$ cat src/hdl/u2u8_pkg.sv
// Shared types, constants and byte-forming functions for the UTF-16 to UTF-8 transcoder.
// Used by the front, queue and back modules and by the top level; depends on nothing else.
`timescale 1ns / 1ps

package u2u8_pkg;

  localparam int unsigned CodeUnitW    = 16;
  localparam int unsigned ScalarW      = 21;
  localparam int unsigned ByteW        = 8;
  localparam int unsigned CountW       = 3;
  localparam int unsigned FifoDepthDef = 2;

  // Input mode codes carried in tuser.
  localparam logic MODE_UNIT = 1'b0;
  localparam logic MODE_EOL  = 1'b1;

  // Result status codes carried in tuser.
  localparam logic STATUS_DATA = 1'b0;
  localparam logic STATUS_ERR  = 1'b1;

  localparam logic [5:0] SURR_TAG_HIGH = 6'b110110;
  localparam logic [5:0] SURR_TAG_LOW  = 6'b110111;

  localparam logic [ScalarW-1:0] NEWLINE_SCALAR = ScalarW'(8'h0A);
  localparam logic [ScalarW-1:0] SUPP_BASE      = ScalarW'(32'h10000);
  localparam logic [CountW-1:0]  BOM_LEN        = 3'd3;

  // One queued job: optional byte order mark, then an error or a scalar.
  typedef struct packed {
    logic               bom;
    logic               err;
    logic [CountW-1:0]  nbytes;
    logic [ScalarW-1:0] scalar;
  } job_t;

  function automatic logic [ByteW-1:0] bom_byte(input logic [1:0] idx);
    logic [ByteW-1:0] b;
    case (idx)
      2'd0:    b = 8'hEF;
      2'd1:    b = 8'hBB;
      default: b = 8'hBF;
    endcase
    return b;
  endfunction

  // Byte number idx of the UTF-8 form of s, which is nbytes long.
  function automatic logic [ByteW-1:0] utf8_byte(input logic [ScalarW-1:0] s,
                                                 input logic [CountW-1:0]  nbytes,
                                                 input logic [1:0]         idx);
    logic [ByteW-1:0] b;
    case (nbytes)
      3'd1: b = {1'b0, s[6:0]};
      3'd2: b = (idx == 2'd0) ? {3'b110, s[10:6]} : {2'b10, s[5:0]};
      3'd3: begin
        case (idx)
          2'd0:    b = {4'b1110, s[15:12]};
          2'd1:    b = {2'b10, s[11:6]};
          default: b = {2'b10, s[5:0]};
        endcase
      end
      default: begin
        case (idx)
          2'd0:    b = {5'b11110, s[20:18]};
          2'd1:    b = {2'b10, s[17:12]};
          2'd2:    b = {2'b10, s[11:6]};
          default: b = {2'b10, s[5:0]};
        endcase
      end
    endcase
    return b;
  endfunction

endpackage

$ cat src/hdl/u2u8_front.sv
// Front end: classifies each accepted code unit or end-of-line mark and builds a job.
// Holds the surrogate, mark and error state; depends on u2u8_pkg.
`timescale 1ns / 1ps

module u2u8_front
  import u2u8_pkg::*;
(
  input  logic                 clk,
  input  logic                 rst_n,
  input  logic                 cfg_wr_en,
  input  logic                 cfg_wr_data,
  input  logic                 accept,
  input  logic                 mode,
  input  logic [CodeUnitW-1:0] code_unit,
  output logic                 push,
  output job_t                 job
);

  logic       bom_enable_r, bom_enable_nxt;
  logic       bom_done_r, bom_done_nxt;
  logic       pending_r, pending_nxt;
  logic       failed_r, failed_nxt;
  logic [9:0] held_r, held_nxt;

  logic is_high, is_low;

  assign is_high = (code_unit[15:10] == SURR_TAG_HIGH);
  assign is_low  = (code_unit[15:10] == SURR_TAG_LOW);

  always_comb begin
    bom_enable_nxt = cfg_wr_en ? cfg_wr_data : bom_enable_r;
    bom_done_nxt   = bom_done_r;
    pending_nxt    = pending_r;
    failed_nxt     = failed_r;
    held_nxt       = held_r;
    job.bom        = 1'b0;
    job.err        = 1'b0;
    job.nbytes     = '0;
    job.scalar     = ScalarW'(code_unit);

    if (accept && !failed_r) begin
      bom_done_nxt = 1'b1;
      job.bom      = !bom_done_r && bom_enable_r;
      if (mode == MODE_EOL) begin
        if (pending_r) begin
          job.err = 1'b1;
        end else begin
          job.scalar = NEWLINE_SCALAR;
          job.nbytes = 3'd1;
        end
      end else if (pending_r) begin
        if (is_low) begin
          job.scalar = SUPP_BASE + ScalarW'({held_r, code_unit[9:0]});
          job.nbytes = 3'd4;
        end else begin
          job.err = 1'b1;
        end
      end else if (is_high) begin
        pending_nxt = 1'b1;
        held_nxt    = code_unit[9:0];
      end else if (is_low) begin
        job.err = 1'b1;
      end else if (code_unit[15:7] == '0) begin
        job.nbytes = 3'd1;
      end else if (code_unit[15:11] == '0) begin
        job.nbytes = 3'd2;
      end else begin
        job.nbytes = 3'd3;
      end

      if (job.err) begin
        job.nbytes  = 3'd1;
        failed_nxt  = 1'b1;
        pending_nxt = 1'b0;
        held_nxt    = '0;
      end else if (job.nbytes != '0) begin
        pending_nxt = 1'b0;
        held_nxt    = '0;
      end
    end
  end

  assign push = accept && !failed_r && (job.bom || (job.nbytes != '0));

  always_ff @(posedge clk) begin
    if (!rst_n) begin
      bom_enable_r <= 1'b1;
      bom_done_r   <= 1'b0;
      pending_r    <= 1'b0;
      failed_r     <= 1'b0;
      held_r       <= '0;
    end else begin
      bom_enable_r <= bom_enable_nxt;
      bom_done_r   <= bom_done_nxt;
      pending_r    <= pending_nxt;
      failed_r     <= failed_nxt;
      held_r       <= held_nxt;
    end
  end

endmodule

$ cat src/hdl/u2u8_fifo.sv
// Short job queue between the front end and the byte emitter.
// Register based, DEPTH entries (two or more); depends on u2u8_pkg for job_t.
`timescale 1ns / 1ps

module u2u8_fifo
  import u2u8_pkg::*;
#(
  parameter int unsigned DEPTH = FifoDepthDef
) (
  input  logic clk,
  input  logic rst_n,
  input  logic push,
  input  job_t wr_job,
  output logic full,
  input  logic pop,
  output logic rd_valid,
  output job_t rd_job
);

  localparam int unsigned PtrW = $clog2(DEPTH);
  localparam int unsigned CntW = $clog2(DEPTH + 1);
  localparam logic [PtrW-1:0] LastPtr = PtrW'(DEPTH - 1);
  localparam logic [CntW-1:0] FullCnt = CntW'(DEPTH);

  job_t            mem_r [DEPTH];
  logic [PtrW-1:0] wr_ptr_r, wr_ptr_nxt;
  logic [PtrW-1:0] rd_ptr_r, rd_ptr_nxt;
  logic [CntW-1:0] count_r, count_nxt;
  logic            do_push, do_pop;

  assign full     = (count_r == FullCnt);
  assign rd_valid = (count_r != '0);
  assign rd_job   = mem_r[rd_ptr_r];
  assign do_push  = push && !full;
  assign do_pop   = pop && rd_valid;

  always_comb begin
    wr_ptr_nxt = wr_ptr_r;
    rd_ptr_nxt = rd_ptr_r;
    count_nxt  = count_r;
    if (do_push) begin
      wr_ptr_nxt = (wr_ptr_r == LastPtr) ? '0 : wr_ptr_r + 1'b1;
    end
    if (do_pop) begin
      rd_ptr_nxt = (rd_ptr_r == LastPtr) ? '0 : rd_ptr_r + 1'b1;
    end
    if (do_push && !do_pop) begin
      count_nxt = count_r + 1'b1;
    end else if (do_pop && !do_push) begin
      count_nxt = count_r - 1'b1;
    end
  end

  always_ff @(posedge clk) begin
    if (do_push) begin
      mem_r[wr_ptr_r] <= wr_job;
    end
  end

  always_ff @(posedge clk) begin
    if (!rst_n) begin
      wr_ptr_r <= '0;
      rd_ptr_r <= '0;
      count_r  <= '0;
    end else begin
      wr_ptr_r <= wr_ptr_nxt;
      rd_ptr_r <= rd_ptr_nxt;
      count_r  <= count_nxt;
    end
  end

endmodule

$ cat src/hdl/u2u8_back.sv
// Back end: takes jobs from the queue and sends their bytes one per cycle
// when not stalled, on the registered result channel; depends on u2u8_pkg.
`timescale 1ns / 1ps

module u2u8_back
  import u2u8_pkg::*;
(
  input  logic             clk,
  input  logic             rst_n,
  input  logic             job_valid,
  input  job_t             job_in,
  output logic             job_pop,
  output logic             out_valid,
  input  logic             out_ready,
  output logic [ByteW-1:0] out_byte,
  output logic             out_status,
  output logic             out_last
);

  job_t              job_r, job_nxt;
  logic              busy_r, busy_nxt;
  logic [CountW-1:0] idx_r, idx_nxt;
  logic              valid_r, valid_nxt;
  logic [ByteW-1:0]  byte_r, byte_nxt;
  logic              status_r, status_nxt;
  logic              last_r, last_nxt;

  logic              out_free, is_last, in_bom;
  logic [CountW-1:0] bom_ofs, total, sidx;

  assign out_free = !valid_r || out_ready;
  assign bom_ofs  = job_r.bom ? BOM_LEN : '0;
  assign total    = bom_ofs + job_r.nbytes;
  assign is_last  = (idx_r == total - 1'b1);
  assign in_bom   = job_r.bom && (idx_r < BOM_LEN);
  assign sidx     = idx_r - bom_ofs;
  assign job_pop  = job_valid && (!busy_r || (out_free && is_last));

  always_comb begin
    job_nxt    = job_r;
    busy_nxt   = busy_r;
    idx_nxt    = idx_r;
    valid_nxt  = valid_r;
    byte_nxt   = byte_r;
    status_nxt = status_r;
    last_nxt   = last_r;

    if (out_free) begin
      valid_nxt = busy_r;
      if (busy_r) begin
        last_nxt = is_last;
        if (in_bom) begin
          byte_nxt   = bom_byte(idx_r[1:0]);
          status_nxt = STATUS_DATA;
        end else if (job_r.err) begin
          byte_nxt   = '0;
          status_nxt = STATUS_ERR;
        end else begin
          byte_nxt   = utf8_byte(job_r.scalar, job_r.nbytes, sidx[1:0]);
          status_nxt = STATUS_DATA;
        end
        idx_nxt = is_last ? '0 : idx_r + 1'b1;
        if (is_last) begin
          busy_nxt = job_valid;
        end
      end
    end

    if (job_pop) begin
      job_nxt  = job_in;
      busy_nxt = 1'b1;
      idx_nxt  = '0;
    end
  end

  always_ff @(posedge clk) begin
    job_r    <= job_nxt;
    byte_r   <= byte_nxt;
    status_r <= status_nxt;
    last_r   <= last_nxt;
  end

  always_ff @(posedge clk) begin
    if (!rst_n) begin
      busy_r  <= 1'b0;
      idx_r   <= '0;
      valid_r <= 1'b0;
    end else begin
      busy_r  <= busy_nxt;
      idx_r   <= idx_nxt;
      valid_r <= valid_nxt;
    end
  end

  assign out_valid  = valid_r;
  assign out_byte   = byte_r;
  assign out_status = status_r;
  assign out_last   = last_r;

endmodule

$ cat src/hdl/utf16_to_utf8_transcoder.sv
// Top level of the UTF-16 to UTF-8 transcoder: front end, job queue and byte emitter.
// Depends on u2u8_pkg, u2u8_front, u2u8_fifo and u2u8_back.
//
// The input stream carries one UTF-16 code unit per transfer in in_tdata, or an
// end-of-line mark when in_tuser is high. The output stream carries one UTF-8 byte per
// transfer; out_tuser flags an error result and out_tlast marks the final byte caused
// by one input transfer. A unit that produces nothing (a held high surrogate, or
// anything after an error) yields no output transfer at all.
// Each item goes through a queue entry and the job register to the output register.
// Throughput: while out_tready is high, the emitter sends one byte per cycle and short
// items stream at one per cycle, as the input side accepts while the queue has room.
// An item has one to four bytes, three more for the byte order mark.
// An encoding error sends one byte-zero result with out_tuser set and then the block
// swallows every input transfer until reset.
// Reset (rst_n low at a clock edge) empties the queue and output register, clears the
// surrogate and error state and sets the byte order mark enable. If the receiver holds
// out_tready low, the output register holds its byte, the emitter stalls, and once the
// queue fills in_tready drops; nothing is lost.
`timescale 1ns / 1ps

module utf16_to_utf8_transcoder
  import u2u8_pkg::*;
#(
  parameter int unsigned FIFO_DEPTH = FifoDepthDef
) (
  input  logic                 clk,
  input  logic                 rst_n,
  // Configuration: bit 0 is the byte order mark enable.
  input  logic                 cfg_wr_en,
  input  logic                 cfg_wr_data,
  // Input stream.
  input  logic                 in_tvalid,
  output logic                 in_tready,
  input  logic [CodeUnitW-1:0] in_tdata,   // [15:0] code_unit
  input  logic                 in_tuser,   // [0] mode
  // Output stream.
  output logic                 out_tvalid,
  input  logic                 out_tready,
  output logic [ByteW-1:0]     out_tdata,  // [7:0] out_byte
  output logic                 out_tuser,  // [0] status
  output logic                 out_tlast
);

  logic accept;
  logic push, full;
  job_t push_job;
  logic q_valid, q_pop;
  job_t q_job;

  // The queue's full flag is the only thing that holds back the input side.
  assign in_tready = !full;
  assign accept    = in_tvalid && in_tready;

  u2u8_front u_front (
    .clk        (clk),
    .rst_n      (rst_n),
    .cfg_wr_en  (cfg_wr_en),
    .cfg_wr_data(cfg_wr_data),
    .accept     (accept),
    .mode       (in_tuser),
    .code_unit  (in_tdata),
    .push       (push),
    .job        (push_job)
  );

  u2u8_fifo #(
    .DEPTH(FIFO_DEPTH)
  ) u_fifo (
    .clk     (clk),
    .rst_n   (rst_n),
    .push    (push),
    .wr_job  (push_job),
    .full    (full),
    .pop     (q_pop),
    .rd_valid(q_valid),
    .rd_job  (q_job)
  );

  u2u8_back u_back (
    .clk       (clk),
    .rst_n     (rst_n),
    .job_valid (q_valid),
    .job_in    (q_job),
    .job_pop   (q_pop),
    .out_valid (out_tvalid),
    .out_ready (out_tready),
    .out_byte  (out_tdata),
    .out_status(out_tuser),
    .out_last  (out_tlast)
  );

endmodule

$ cat config.mk
export PLATFORM = sky130hd
export DESIGN_NAME = utf16_to_utf8_transcoder
export DESIGN_NICKNAME = d
export VERILOG_FILES = /design/src/hdl/u2u8_pkg.sv /design/src/hdl/u2u8_front.sv /design/src/hdl/u2u8_fifo.sv /design/src/hdl/u2u8_back.sv /design/src/hdl/utf16_to_utf8_transcoder.sv
export SDC_FILE = /design/constraint.sdc
export NUM_CORES = 1
export LEC_CHECK = 0
export BUFFER_PORTS_ARGS = -buffer_cell sky130_fd_sc_hd__buf_4
export CAP_MARGIN = 25
export CELL_PAD_IN_SITES_DETAIL_PLACEMENT = 0
export CELL_PAD_IN_SITES_GLOBAL_PLACEMENT = 2
export CORE_ASPECT_RATIO = 1.4
export CORE_UTILIZATION = 30
export DETAILED_ROUTE_END_ITERATION = 16
export PLACE_DENSITY = 0.57
export SETUP_SLACK_MARGIN = 0.4
export SYNTH_ARGS = -nofsm -noshare
export SYNTH_HDL_FRONTEND = slang
export SYNTH_SLANG_ARGS = --single-unit
$ cat constraint.sdc
create_clock -name clk -period 3.95 [get_ports clk]
set_input_delay 0.395 -clock clk [delete_from_list [all_inputs] [get_ports clk]]
set_output_delay 0.395 -clock clk [all_outputs]
set_load 0.01 [all_outputs]
Word-level counts from Yosys, hierarchy flattened
Memories as Yosys holds them, arrays and structs flattened. A register that Yosys moved wholly into a read port is not among the register bits. Cells that the tools add are included.

Add/subtract/negate cells: 9. $mul: 0. Div/mod/pow operators: 0. Order comparisons: 1. Eq/ne operators: 12. Shift operators: 0. Muxes and demuxes: 45. Bitwise operators: 1. Reductions and logical operators: 36.

Operator list (count): 10-bit two-way mux (5); 25-bit two-way mux (2); 7-bit case mux with 2 select lines (2); 26-bit two-way mux (1); 24-bit two-way mux (1); 8-bit case mux with 3 select lines (1); 22-bit two-way mux (1); 17-bit by 20-bit adder with 21-bit output, first input constant (1); 21-bit two-way mux (1); 7-bit case mux with 3 select lines (1); 1-bit two-way mux (18); 8-bit two-way mux (2); 6-bit == test, second input constant (2); 3-bit two-way mux (4); 1-bit logical AND (11); 9-bit zero test (1); 3-bit nonzero test (3); 4-bit two-way mux (2); 1-bit zero test (7); 7-bit two-way mux (1); 3-bit by 2-bit == test with 1-bit output, second input constant (2); 2-bit two-way mux (3); 2-bit AND reduction (3); 2-bit nonzero test (3); other kinds (20) (26).

Register bits after elaboration: 33. Latch bits: 0. Memory bits (writable): 52. ROM bits: 0. Bits of input ports: 23. Output and inout port bits: 12. Logic and storage cells: 119. Memories: 1.

Memory list: u_fifo.mem_r (depth 2, width 26, read ports 1, clocked after memory_dff 1, write ports 1, RTL line u2u8_fifo.sv:25) `job_t mem_r [DEPTH];`.

Depth between registers and ports, before layout
Gate-level depths: netlist of the first run.

Depth after elaboration: 18. Gate-level depth with buffers: 11. Gate-level depth less buffers: 11.

Hierarchy
Synthesis of the first run repeated with hierarchy kept, for this count alone.

Cell total of the unflattened synthesis: 387. Area, all modules: 5112.4 µm².

By module, submodules not included: u2u8_back (instances 1, cells each 182, area an instance 2140.8 µm², sequential area each 1181.1 µm²); u2u8_fifo (instances 1, cells each 106, area an instance 2110.8 µm², sequential area each 1661.6 µm²); u2u8_front (instances 1, cells each 97, area an instance 850.8 µm², sequential area each 280.3 µm²); utf16_to_utf8_transcoder (instances 1, cells each 2, area an instance 10.0 µm², sequential area each 0.0 µm²).

Worst setup path after synthesis of the first run
No wires, ideal clock.

Kind: register to register. Start point: reg u_fifo.count_r[0]. End point: mem u_fifo.mem_r[0][0] (netlist bit) (enable). Setup time: 0.413 ns. Arrival time: 2.330 ns. Required time: 3.537 ns. Path slack: 1.206 ns. Cell stages (with the launch flop): 6. Path through: dfxtp_1 > nand2b_1 > nand3b_1 > buf_2 > a31oi_1 > nor2b_1.

Word-level cells in the longest chain between the ends: 11.

Ends and longest elaborated chain: start, declared (RTL line u2u8_fifo.sv:28) `logic [CntW-1:0] count_r, count_nxt;`; start signal, assigned (RTL line u2u8_fifo.sv:68) `count_r <= count_nxt;`; 2-bit == test (*) (RTL line u2u8_fifo.sv:31) `assign full = (count_r == FullCnt);`; 1-bit zero test (*) (RTL line utf16_to_utf8_transcoder.sv:51) `assign in_tready = !full;`; named net in_tready (RTL line utf16_to_utf8_transcoder.sv:33) `output logic in_tready,`; 1-bit logical AND (RTL line utf16_to_utf8_transcoder.sv:52) `assign accept = in_tvalid && in_tready;`; 1-bit logical AND (RTL line u2u8_front.sv:41, u2u8_front.sv:83); 26-bit two-way mux (RTL line u2u8_front.sv:41) `if (accept && !failed_r) begin`; 3-bit nonzero test (RTL line u2u8_front.sv:83) `assign push = accept && !failed_r && (job.bom || (job.nbytes != '0));`; 1-bit logical OR (RTL line u2u8_front.sv:83); 1-bit logical AND (RTL line u2u8_front.sv:83); 1-bit logical AND (*) (RTL line u2u8_fifo.sv:34) `assign do_push = push && !full;`; named net u_fifo.do_push (RTL line u2u8_fifo.sv:29) `logic do_push, do_pop;`; 1-bit two-way mux (*) (RTL line u2u8_fifo.sv:55) `if (do_push) begin`; 1-bit two-way mux (implied by the code) (*) (RTL line u2u8_fifo.sv:56) `mem_r[wr_ptr_r] <= wr_job;`; end, declared (RTL line u2u8_fifo.sv:25).

Mark *: on every way through the listed nets, which the timed path passes. The rest lies on a longest branch.

Worst setup path after layout of the first run
Start point: reg u_back.job_r[25] (netlist name). End point: reg u_fifo.count_r[1].

Word-level cells in the longest chain between the ends: 11. Elaborated cells on any way between the ends: 13. Those cells by class: add/sub: 2; eq/ne: 1; mux: 2; reduce/logical: 8.

Ends and longest elaborated chain: 2-bit two-way mux (*) (RTL line u2u8_back.sv:32) `assign bom_ofs = job_r.bom ? BOM_LEN : '0;`; 3-bit adder (*) (RTL line u2u8_back.sv:33) `assign total = bom_ofs + job_r.nbytes;`; 3-bit by 1-bit subtractor with 3-bit output (*) (RTL line u2u8_back.sv:34) `assign is_last = (idx_r == total - 1'b1);`; 3-bit == test (*) (RTL line u2u8_back.sv:34); 1-bit logical AND (*) (RTL line u2u8_back.sv:37) `assign job_pop = job_valid && (!busy_r || (out_free && is_last));`; 1-bit logical OR (*) (RTL line u2u8_back.sv:37); 1-bit logical AND (*) (RTL line u2u8_back.sv:37); 1-bit logical AND (*) (RTL line u2u8_fifo.sv:35) `assign do_pop = pop && rd_valid;`; 1-bit zero test (RTL line u2u8_fifo.sv:47) `if (do_push && !do_pop) begin`; 1-bit logical AND (RTL line u2u8_fifo.sv:47); 2-bit two-way mux or 2-bit nonzero test (tied branches).

Every way passes the cells marked *; elsewhere a longest branch is shown, timed or not. A chain may end at the register's enable or synchronous reset.

==> impl_metrics.json, run 1 <==
{
  "yosys.area.top_type": "edfxtp_1",
  "synth_top_cell_area_share_pct": 52.12,
  "grtUsageMet2_pct": 23.99,
  "grt_overflow": 0,
  "yosys_register_bits": 111,
  "final_common_cell": "edfxtp_1",
  "synth_ff_type": "edfxtp_1",
  "first_iter_violations": 103,
  "post_cts_buffers": 0,
  "worst_clock_skew_ns": 0.006945,
  "status": "finished with violations",
  "layout-drive-gt1-share_pct": 21.50,
  "layout_common_cells": "edfxtp_1 (88), buf_4 (40), mux2_2 (26)",
  "cp_slowest_cell": "edfxtp_1",
  "grt_pass1_vias": 3160,
  "drt-pass1-iter-count": 10,
  "synth-seq-area-share_pct": 61.20,
  "grt_usage_pct": 13.02,
  "synth_area_leaders": "edfxtp_1 (52%), dfxtp_1 (9.1%), mux2_2 (5.8%)",
  "violations": "DRC",
  "setup_ws_ns": 1.131,
  "crit_arrival_ns": 3.09,
  "rsz0062_at_grt": "false",
  "path_cells": "inv_1 > ha_1 > inv_1 > ha_1 > xor2_1 > xnor2_1 > o32a_1 > ha_1 > or3_1 > a21boi_0",
  "crit_path_frequent_cell": "ha_1",
  "setup_viol": 0,
  "cts_resized": 0,
  "fin_nets": 456,
  "cp_num_buf_inv": 2,
  "antennaDiodeCount": 0,
  "drc": 2,
  "synth_nets": 419,
  "startpoint_type": "flip-flop",
  "cpPeakStageDelay_ns": 0.47,
  "async_flop_share_pct": 0,
  "slew_violations": 0,
  "path_delay_family": "adder cells",
  "cts_root_buf": "clkbuf_16",
  "synth.distinct_cells": 57,
  "ys_warn_count": 0,
  "grt_pass1_wl_mm": 17.22,
  "reg2reg_from": "u_back.job_r[25]$_DFFE_PP_",
  "core_area_mm2": 0.01638,
  "drv_cap": 0,
  "busiest_layer": "met2",
  "p_leak_nw": 2.119,
  "finalCriticalPeriod_ns": 2.819,
  "clkTransAtPathRegs_ns": 0.07,
  "met3_usage_pct": 1.826,
  "grt_antenna_before_repair": 0,
  "syn_inst": 386,
  "crit_required_ns": 4.22,
  "hp-start": "cfg_wr_data",
  "die_y_um": 155.8,
  "die_w_um": 111.9,
  "power_per_cell_area_mw_per_mm2": 771.0,
  "gp_congestion": 0.7607,
  "cts_buffer_depth": 2,
  "hpwlAfterDp_mm": 7.686,
  "synth_area_mm2": 0.005070,
  "fin_tns_setup_ns": 0,
  "crit_type": "reg2reg",
  "grtUsageMet1_pct": 15.09,
  "via_per_inst": 4.912,
  "port_buffers": 34,
  "vias": 3080,
  "fin_cells": 627,
  "grt_max_degree": 27,
  "rows": 55,
  "tritoncts": "yes",
  "synth_edf_count": 88,
  "postRouteAntennaNets": 0,
  "wire_per_inst_um": 16.86,
  "hold_violations": 0,
  "cts_hold_buffers": 0,
  "hold_path.class": "in2reg",
  "slew_headroom_pct": 44.22,
  "nFillCells": 1615,
  "die_area_mm2": 0.01743,
  "place_inst": 611,
  "endpoint_kind": "flip-flop",
  "worst_pin_slew_ns": 0.8352,
  "startpoint": "u_back.job_r[25]$_DFFE_PP_",
  "dp_slack_ns": 1.128,
  "cts-htree-levels": 3,
  "insertion_delay_ns": 0.34,
  "cts_buffers": 9,
  "cts_sinks": 111,
  "avgSynthCellArea_um2": 13.13,
  "ir_drop_v": 0.0003363,
  "num_io_pins": 35,
  "post-route-period-util_pct": 71.35,
  "cp_max_fo": 5,
  "area_delta_synth_final_pct": 15.45,
  "totalWireLength_mm": 10.57,
  "initial_utilization_pct": 30.95,
  "fmax_mhz": 354.8
}
-- layout make-up --
| cell class | count | area, um2 | area share (%) |
|---|---|---|---|
| tap | 199 | 249.0 | 4.254 |
| multi-input combinational | 246 | 1839 | 31.42 |
| inverter | 14 | 52.55 | 0.8978 |
| clock buffer | 10 | 229.0 | 3.912 |
| sequential | 111 | 3103 | 53.01 |
| clock inverter | 6 | 52.55 | 0.8978 |
| timing repair buffer | 41 | 327.8 | 5.601 |
-- path summary, 6_finish.rpt --
check                                      end  slack (ns)  cells after the start
min reg2reg      u_front.failed_r$_SDFFE_PN0P_        0.46                      1
min          u_front.bom_enable_r$_SDFFE_PN1P_        0.27                      3
max             u_fifo.count_r[1]$_SDFFE_PN0P_        1.13                     10
max reg2reg     u_fifo.count_r[1]$_SDFFE_PN0P_        1.13                     10
-- where the power goes --
part / internal (W) / leakage [nW] / switching [W]
registers: 0.00169 / 1.03 / 0.000204
clock network: 0.000441 / 0.137 / 0.000431
logic: 0.000749 / 0.953 / 0.000994
-- worst register-to-register path, cell delays in order, from the launching register on --
cell	delay, ns
edfxtp_1	0.47
inv_1	0.14
ha_1	0.29
inv_1	0.04
ha_1	0.19
xor2_1	0.15
xnor2_1	0.15
o32a_1	0.42
ha_1	0.36
or3_1	0.38
a21boi_0	0.16
-- Yosys cell counts, types with 2 or more instances --
library cell / instances
buf_2: 2
and2_1: 14
a21oi_1: 10
nand2_1: 21
nand3b_1: 3
o21ai_0: 15
mux4_1: 2
nor3b_1: 2
nand2b_1: 6
o221ai_1: 2
o211a_1: 5
o31ai_1: 4
nor3_1: 9
nor2b_1: 16
a221oi_1: 2
a211oi_1: 6
a21boi_0: 4
mux2_2: 26
or2_2: 3
o21a_1: 3
a31oi_1: 3
a22oi_1: 9
xnor2_1: 7
a311oi_1: 2
mux2i_1: 9
inv_1: 14
buf_1: 2
or4_1: 3
xor2_1: 5
edfxtp_1: 88
dfxtp_1: 23
ha_1: 10
nand3_1: 7
clkbuf_1: 8
nor2_1: 19
-- sequential cells by signal, indices dropped and copies added (netlist names) --
name,flops
u_fifo.count_r,2
u_front.failed_r,1
u_front.held_r,10
u_back.busy_r,1
u_front.pending_r,1
u_fifo.mem_r,52
u_front.bom_done_r,1
u_back.out_status,1
u_front.bom_enable_r,1
u_back.idx_r,3
u_back.job_r,26
u_back.out_byte,8
u_back.out_valid,1
u_fifo.rd_ptr_r,1
u_back.out_last,1
u_fifo.wr_ptr_r,1
-- layer usage --
layer	routed length, um	up-vias
met4	143	0
met1	4490	1474
li1	-	1522
met3	319	16
met5	0	-
met2	5618	68
-- cell families after synthesis --
group | count (synthesis) | synth area share [%]
AOI/OAI and AO/OA | 76 | 10.69
DFF | 111 | 61.20
muxes | 37 | 8.588
adders and majority gates | 10 | 2.468
and+or+nand+nor | 109 | 11.48
xor gates and xnor gates | 14 | 3.011
buffers and inverters | 29 | 2.567
-- stage by stage --
stage | area (um2) | util (%) | total power, W | hold WS [ns]
2_1_floorplan | 5070 | - | 0.003178 | 0.4317
3_3_place_gp | 5544 | 33.85 | 0.003678 | 0.4422
3_5_place_dp | 5572 | 34.02 | 0.003692 | 0.4491
4_1_cts | 5853 | 35.74 | 0.004587 | 0.2463
5_1_grt | 5853 | 35.74 | 0.004834 | 0.2649
6_report | 5853 | 35.74 | 0.004513 | 0.2682
Power figures use the tool's default switching activity.
==> inputs of run 2 (changes only) <==
- ABC_AREA: unset -> 1
- PLACE_DENSITY: 0.57 -> 0.63
- clock period: 3.95 -> 2.61 ns (I/O delays scaled with it)
==> run 2 against run 1 <==
  * The run now ends clean
  * Utilization grew 1.7 points
  * Die area grew 3.0%
  * Via count grew 22%
  * Final cell count grew 38%
  * Critical path type unchanged
  * Largest power group is now combinational logic
==> impl_metrics.json, run 2 <==
{
  "startpoint_type": "flip-flop",
  "wire_per_inst_um": 13.48,
  "final_common_cell": "nand2_1",
  "first_iter_violations": 118,
  "p_leak_nw": 2.660,
  "cts_buffer_depth": 2,
  "drt-pass1-iter-count": 4,
  "grt_usage_pct": 13.97,
  "synth_top_cell_area_share_pct": 50.59,
  "synth_nets": 605,
  "crit_required_ns": 2.85,
  "fin_tns_setup_ns": 0,
  "gp_congestion": 0.7699,
  "status": "finished clean",
  "grt_overflow": 0,
  "initial_utilization_pct": 30.94,
  "drv_cap": 0,
  "cts_buffers": 9,
  "hold_violations": 0,
  "total_power_w": 0.007894,
  "synth_area_mm2": 0.005224,
  "worst_pin_slew_ns": 0.7891,
  "insertion_delay_ns": 0.35,
  "rsz0062_at_grt": "true",
  "num_io_pins": 35,
  "synth-seq-area-share_pct": 59.40,
  "die_w_um": 113.5,
  "setup_viol": 0,
  "grt_pass1_wl_mm": 18.68,
  "core_area_mm2": 0.01689,
  "endpoint_kind": "flip-flop",
  "clkTransAtPathRegs_ns": 0.07,
  "layout-drive-gt1-share_pct": 18.27,
  "synth_area_leaders": "edfxtp_1 (51%), nand2_1 (13%), dfxtp_1 (8.8%)",
  "ys_warn_count": 0,
  "post-route-period-util_pct": 87.67,
  "via_per_inst": 4.318,
  "fin_nets": 663,
  "async_flop_share_pct": 0,
  "worst_clock_skew_ns": 0.007217,
  "largestRegisters": "u_fifo.mem_r x52, u_back.job_r x26, u_front.held_r x10",
  "antennaDiodeCount": 0,
  "synth_edf_count": 88,
  "syn_inst": 572,
  "yosys_register_bits": 111,
  "die_y_um": 158.1,
  "layout_common_cells": "nand2_1 (176), edfxtp_1 (88), inv_1 (68)",
  "power_per_cell_area_mw_per_mm2": 1247,
  "crit_arrival_ns": 2.53,
  "largest_register": "u_fifo.mem_r",
  "ys_top_cells_by_count": "nand2_1 (178), edfxtp_1 (88), inv_1 (73)",
  "grt_antenna_before_repair": 0,
  "postRouteAntennaNets": 0,
  "yosys.area.top_type": "edfxtp_1",
  "hold_path.class": "in2reg",
  "r2r_slack_ns": 0.32,
  "finalCriticalPeriod_ns": 2.288,
  "fmax_mhz": 437.0,
  "cts-htree-levels": 3,
  "area_delta_synth_final_pct": 21.15,
  "cts_hold_buffers": 0,
  "crit_type": "reg2reg",
  "grt_pass1_vias": 3648,
  "hpwlAfterDp_mm": 8.798,
  "cp_max_fo": 3,
  "slew_violations": 0,
  "rows": 56,
  "final_util_pct": 37.48,
  "cts_sinks": 111,
  "port_buffers": 34,
  "drc": 0,
  "cts_root_buf": "clkbuf_16",
  "nFillCells": 1705,
  "synth_ff_type": "edfxtp_1",
  "tritoncts": "yes",
  "grt_max_degree": 29,
  "avgSynthCellArea_um2": 9.132,
  "vias": 3744,
  "ir_drop_v": 0.0003455,
  "die_area_mm2": 0.01795,
  "slew_headroom_pct": 47.07,
  "totalWireLength_mm": 11.69,
  "synth.most_common_cell": "nand2_1",
  "synth.distinct_cells": 33,
  "largest_reg_flops": 52
}
==> run 2: final timing paths <==
path,start,depth (start not counted),endpoint
min,cfg_wr_en,2,u_front.bom_enable_r$_SDFFE_PN1P_
max reg2reg,u_back.job_r[25]$_DFFE_PP_,14,u_fifo.count_r[1]$_SDFFE_PN0P_
max,u_back.job_r[25]$_DFFE_PP_,14,u_fifo.count_r[1]$_SDFFE_PN0P_
min reg2reg,u_front.bom_done_r$_SDFFE_PN0P_,2,u_front.bom_done_r$_SDFFE_PN0P_
==> run 2: logic make-up after synthesis <==
kind of cell / Yosys count / share of synthesized area [%]
AO/OA/AOI/OAI: 50 / 5.389
AND/OR/NAND/NOR: 303 / 24.89
buffers and inverters: 91 / 6.754
adder cells (fa/ha/maj): 10 / 2.395
XOR/XNOR: 7 / 1.174
flip-flops: 111 / 59.40
==> run 2: where the power goes <==
group          leakage, nW  internal [W]  switching (W)  total [W]
sequential            1.02       0.00267       0.000221    0.00289
clock                0.146      0.000761       0.000648    0.00141
combinational         1.49       0.00144        0.00216    0.00360
==> run 2: routing by layer <==
metal	routed length (um)	track usage [%]
met2	6276	26.28
met4	245	6.140
met5	0	0
met1	4893	15.06
met3	273	2.642
==> run 2: layout make-up <==
type / instances / area, um2 / area share [%]
Clock buffer: 10 / 229.0 / 3.618
Timing Repair Buffer: 60 / 488.0 / 7.711
Tap cell: 232 / 290.3 / 4.587
Multi-Input combinational cell: 370 / 1842 / 29.10
Sequential cell: 111 / 3104 / 49.05
Clock inverter: 6 / 75.07 / 1.186
Inverter: 78 / 300.3 / 4.745
==> run 2: repair_timing <==
action | CTS | global route
cloned | 0 | 2
gates resized for setup | 3 | 9
pin swaps | 6 | 1
hold endpoints to repair | 0 | 0
setup buffers | 10 | 4
setup endpoints to repair | 29 | 38
==> run 2: worst max-delay path, cell delays in order (launching register included) <==
cell and delay (ns):
edfxtp_1 0.41, inv_2 0.10, ha_4 0.20, inv_2 0.06, ha_4 0.19, or2_0 0.21, a21oi_2 0.14, nand3_1 0.11
nand2_2 0.10, nand2_4 0.06, ha_4 0.23, a21oi_2 0.10, o21ai_1 0.09, o21ai_1 0.14, a21oi_1 0.06
==> run 2: stage by stage <==
stage / cell area, um2 / worst slack (ns) / hold slack, ns / instances
finish: 6329 / 0.3217 / 0.1088 / 867
global route: 6329 / 0.1388 / 0.1036 / 867
CTS: 6238 / 0.3173 / 0.09078 / 861
detailed placement: 5848 / 0.09979 / 0.4508 / 835
global placement: 5848 / 0.1952 / 0.4470 / 835
floorplan: 5275 / 0.2999 / 0.3614 / 572
==> inputs of run 3 (changes only) <==
--- a/config.mk
+++ b/config.mk
@@ -7,3 +7,2 @@
 export LEC_CHECK = 0
-export ABC_AREA = 1
 export BUFFER_PORTS_ARGS = -buffer_cell sky130_fd_sc_hd__buf_4
@@ -15,3 +14,3 @@
 export DETAILED_ROUTE_END_ITERATION = 16
-export PLACE_DENSITY = 0.63
+export PLACE_DENSITY = 0.57
 export SETUP_SLACK_MARGIN = 0.4
--- a/constraint.sdc
+++ b/constraint.sdc
@@ -3,2 +3,2 @@
 set_output_delay 0.261 -clock clk [all_outputs]
-set_load 0.01 [all_outputs]
+set_load 0.05 [all_outputs]
==> run 3 against run 2 <==
  * The flow now finishes with violations (DRC)
  * Routed wire length decreased by 7.1%
  * Final cell count fell by 26%
  * Register-to-register slack lost 0.09 ns
  * Clock skew down 0.0013 ns
  * Global-route usage down 0.78 points
  * Worst setup slack got worse by 0.094 ns
  * Count of clock-buffer cells in the layout is 1 lower
  * Utilization hardly changed
  * Via count is 15% lower
  * Largest power group unchanged
==> impl_metrics.json, run 3 (synthesized netlist as in run 1, its figures left out) <==
{
  "area_delta_synth_final_pct": 21.10,
  "rsz0062_at_grt": "true",
  "hold_violations": 0,
  "hp-start": "cfg_wr_data",
  "crit_path_frequent_cell": "ha_4",
  "fin_cells": 645,
  "grt_usage_pct": 13.19,
  "hold_ws_ns": 0.1281,
  "tritoncts": "yes",
  "totalWireLength_mm": 10.86,
  "switchingPower_w": 0.002997,
  "cp_slowest_cell": "o32a_4",
  "p_clk_share_pct": 17.8,
  "ir_drop_v": 0.0003775,
  "startpoint_type": "flip-flop",
  "reg2reg_from": "u_back.job_r[25]$_DFFE_PP_",
  "initial_utilization_pct": 30.95,
  "drc": 1,
  "post-route-period-util_pct": 91.26,
  "largestRegisters": "u_fifo.mem_r x52, u_back.job_r x26, u_front.held_r x10",
  "largest_reg_flops": 52,
  "cts_buffer_depth": 2,
  "worst_clock_skew_ns": 0.005904,
  "crit_required_ns": 2.89,
  "grt_pass1_vias": 3300,
  "first_iter_violations": 116,
  "violations": "DRC",
  "hold_end": "u_front.bom_enable_r$_SDFFE_PN1P_",
  "final_util_pct": 37.49,
  "grt_pass1_wl_mm": 17.35,
  "grt_max_degree": 28,
  "endpoint_kind": "flip-flop",
  "wire_per_inst_um": 16.83,
  "clkTransAtPathRegs_ns": 0.08,
  "r2r.worst_path.cells": 11,
  "hpwlAfterDp_mm": 7.704,
  "total_power_w": 0.007796,
  "num_io_pins": 35,
  "gp_congestion": 0.7938,
  "fin_tns_setup_ns": 0,
  "grt_overflow": 0,
  "cp_max_fo": 3,
  "cpPeakStageDelay_ns": 0.38,
  "postRouteAntennaNets": 0,
  "drt-pass1-iter-count": 10,
  "hold_path.class": "in2reg",
  "cts_sinks": 111,
  "die_y_um": 155.8,
  "vias": 3187,
  "status": "finished with violations",
  "final_common_cell": "edfxtp_1",
  "seq_power_share_pct": 36.0,
  "pwr-share-comb_pct": 46.1,
  "largest_register": "u_fifo.mem_r",
  "slew_headroom_pct": 46.47,
  "cts_buffers": 9,
  "cts-htree-levels": 3,
  "finalCriticalPeriod_ns": 2.382,
  "cts_root_buf": "clkbuf_16",
  "setup_viol": 0,
  "r2r-end": "u_fifo.count_r[1]$_SDFFE_PN0P_",
  "fmax_mhz": 419.8,
  "rows": 55,
  "antennaDiodeCount": 0,
  "cts_hold_buffers": 0,
  "power_per_cell_area_mw_per_mm2": 1270,
  "layout_common_cells": "edfxtp_1 (88), buf_4 (53), mux2_2 (26)",
  "slew_violations": 0,
  "via_per_inst": 4.941,
  "port_buffers": 34,
  "hold_depth": 3,
  "crit_type": "reg2reg",
  "internal_power_w": 0.004799,
  "core_area_mm2": 0.01638,
  "p_leak_nw": 2.220,
  "worst_pin_slew_ns": 0.7994,
  "grt_antenna_before_repair": 0,
  "place_inst": 617,
  "crit_arrival_ns": 2.66,
  "path_cells": "inv_2 > ha_4 > inv_2 > ha_4 > xnor2_2 > nand2_1 > o32a_4 > ha_4 > xor2_1 > or3_1 > a21boi_1",
  "die_w_um": 111.9,
  "netSwitchingFraction_pct": 38.45,
  "fin_nets": 474,
  "r2r_slack_ns": 0.23,
  "insertion_delay_ns": 0.35,
  "layout-drive-gt1-share_pct": 28.92,
  "drv_cap": 0,
  "die_area_mm2": 0.01743
}
run 3: final cells by class:
cell class                      instances  area (um2)
Clock inverter                          7       86.33
Sequential cell                       111        3103
Fill cell                            1638       10240
Timing Repair inverter                  3       22.52
Timing Repair Buffer                   56       440.4
Inverter                               14       56.30
Tap cell                              199       249.0
Clock buffer                            9       225.2
Multi-Input combinational cell        246        1957
run 3: repair_timing:
| action | CTS | global route |
|---|---|---|
| cloned | 3 | 0 |
| endpoints found under the setup margin | 60 | 116 |
| pin swaps | 1 | 3 |
| resized for setup | 15 | 7 |
| setup buffers | 6 | 3 |
run 3: worst max-delay path: cells and delay by family, from the launching register on:
family,cells,cell delay [ns]
compound gates,2,0.53
xor+xnor,2,0.24
fa+ha+maj,3,0.68
buf+inv,2,0.10
flops,1,0.37
simple gates,2,0.39
run 3: how the worst max path moves through the flow:
stage | startpoint | endpoint | slack [ns]
6_report | u_back.job_r[25]$_DFFE_PP_ | u_fifo.count_r[1]$_SDFFE_PN0P_ | 0.23
5_1_grt | u_back.job_r[25]$_DFFE_PP_ | u_fifo.count_r[1]$_SDFFE_PN0P_ | 0.08
2_1_floorplan | u_back.job_r[25]$_DFFE_PP_ | u_fifo.count_r[1]$_SDFFE_PN0P_ | 0.09
3_3_place_gp | u_back.job_r[22]$_DFFE_PP_ | u_back.job_r[7]$_DFFE_PP_ | 0.13
3_5_place_dp | u_back.job_r[25]$_DFFE_PP_ | u_fifo.count_r[1]$_SDFFE_PN0P_ | 0.07
4_1_cts | u_back.job_r[25]$_DFFE_PP_ | u_fifo.count_r[1]$_SDFFE_PN0P_ | 0.22
run 3: power by group through the flow:
stage | Clock, W | Combinational, W | Sequential (W)
final | 0.00139 | 0.00359 | 0.00281
after global routing | 0.00151 | 0.00392 | 0.00287
after CTS | 0.00144 | 0.00351 | 0.00282
after detailed placement | 0 | 0.00312 | 0.00286
after global placement | 0 | 0.00312 | 0.00286
after floorplan | 0 | 0.00208 | 0.00305
run 3: through the flow:
step	instance area [um2]	worst slack, ns
after global routing	6140	0.07808
after floorplan	5110	0.09037
final	6140	0.2280
after global placement	5634	0.1318
after detailed placement	5634	0.06509
after CTS	6085	0.2191
run 3: per-layer routing:
layer | part of all wire [%] | global-route usage, % | up-vias
met5 | 0 | 0 | -
met4 | 2.8 | 6.371 | 0
met3 | 2.7 | 1.943 | 19
met2 | 54 | 25.38 | 74
met1 | 41 | 13.91 | 1530
li1 | - | - | 1564
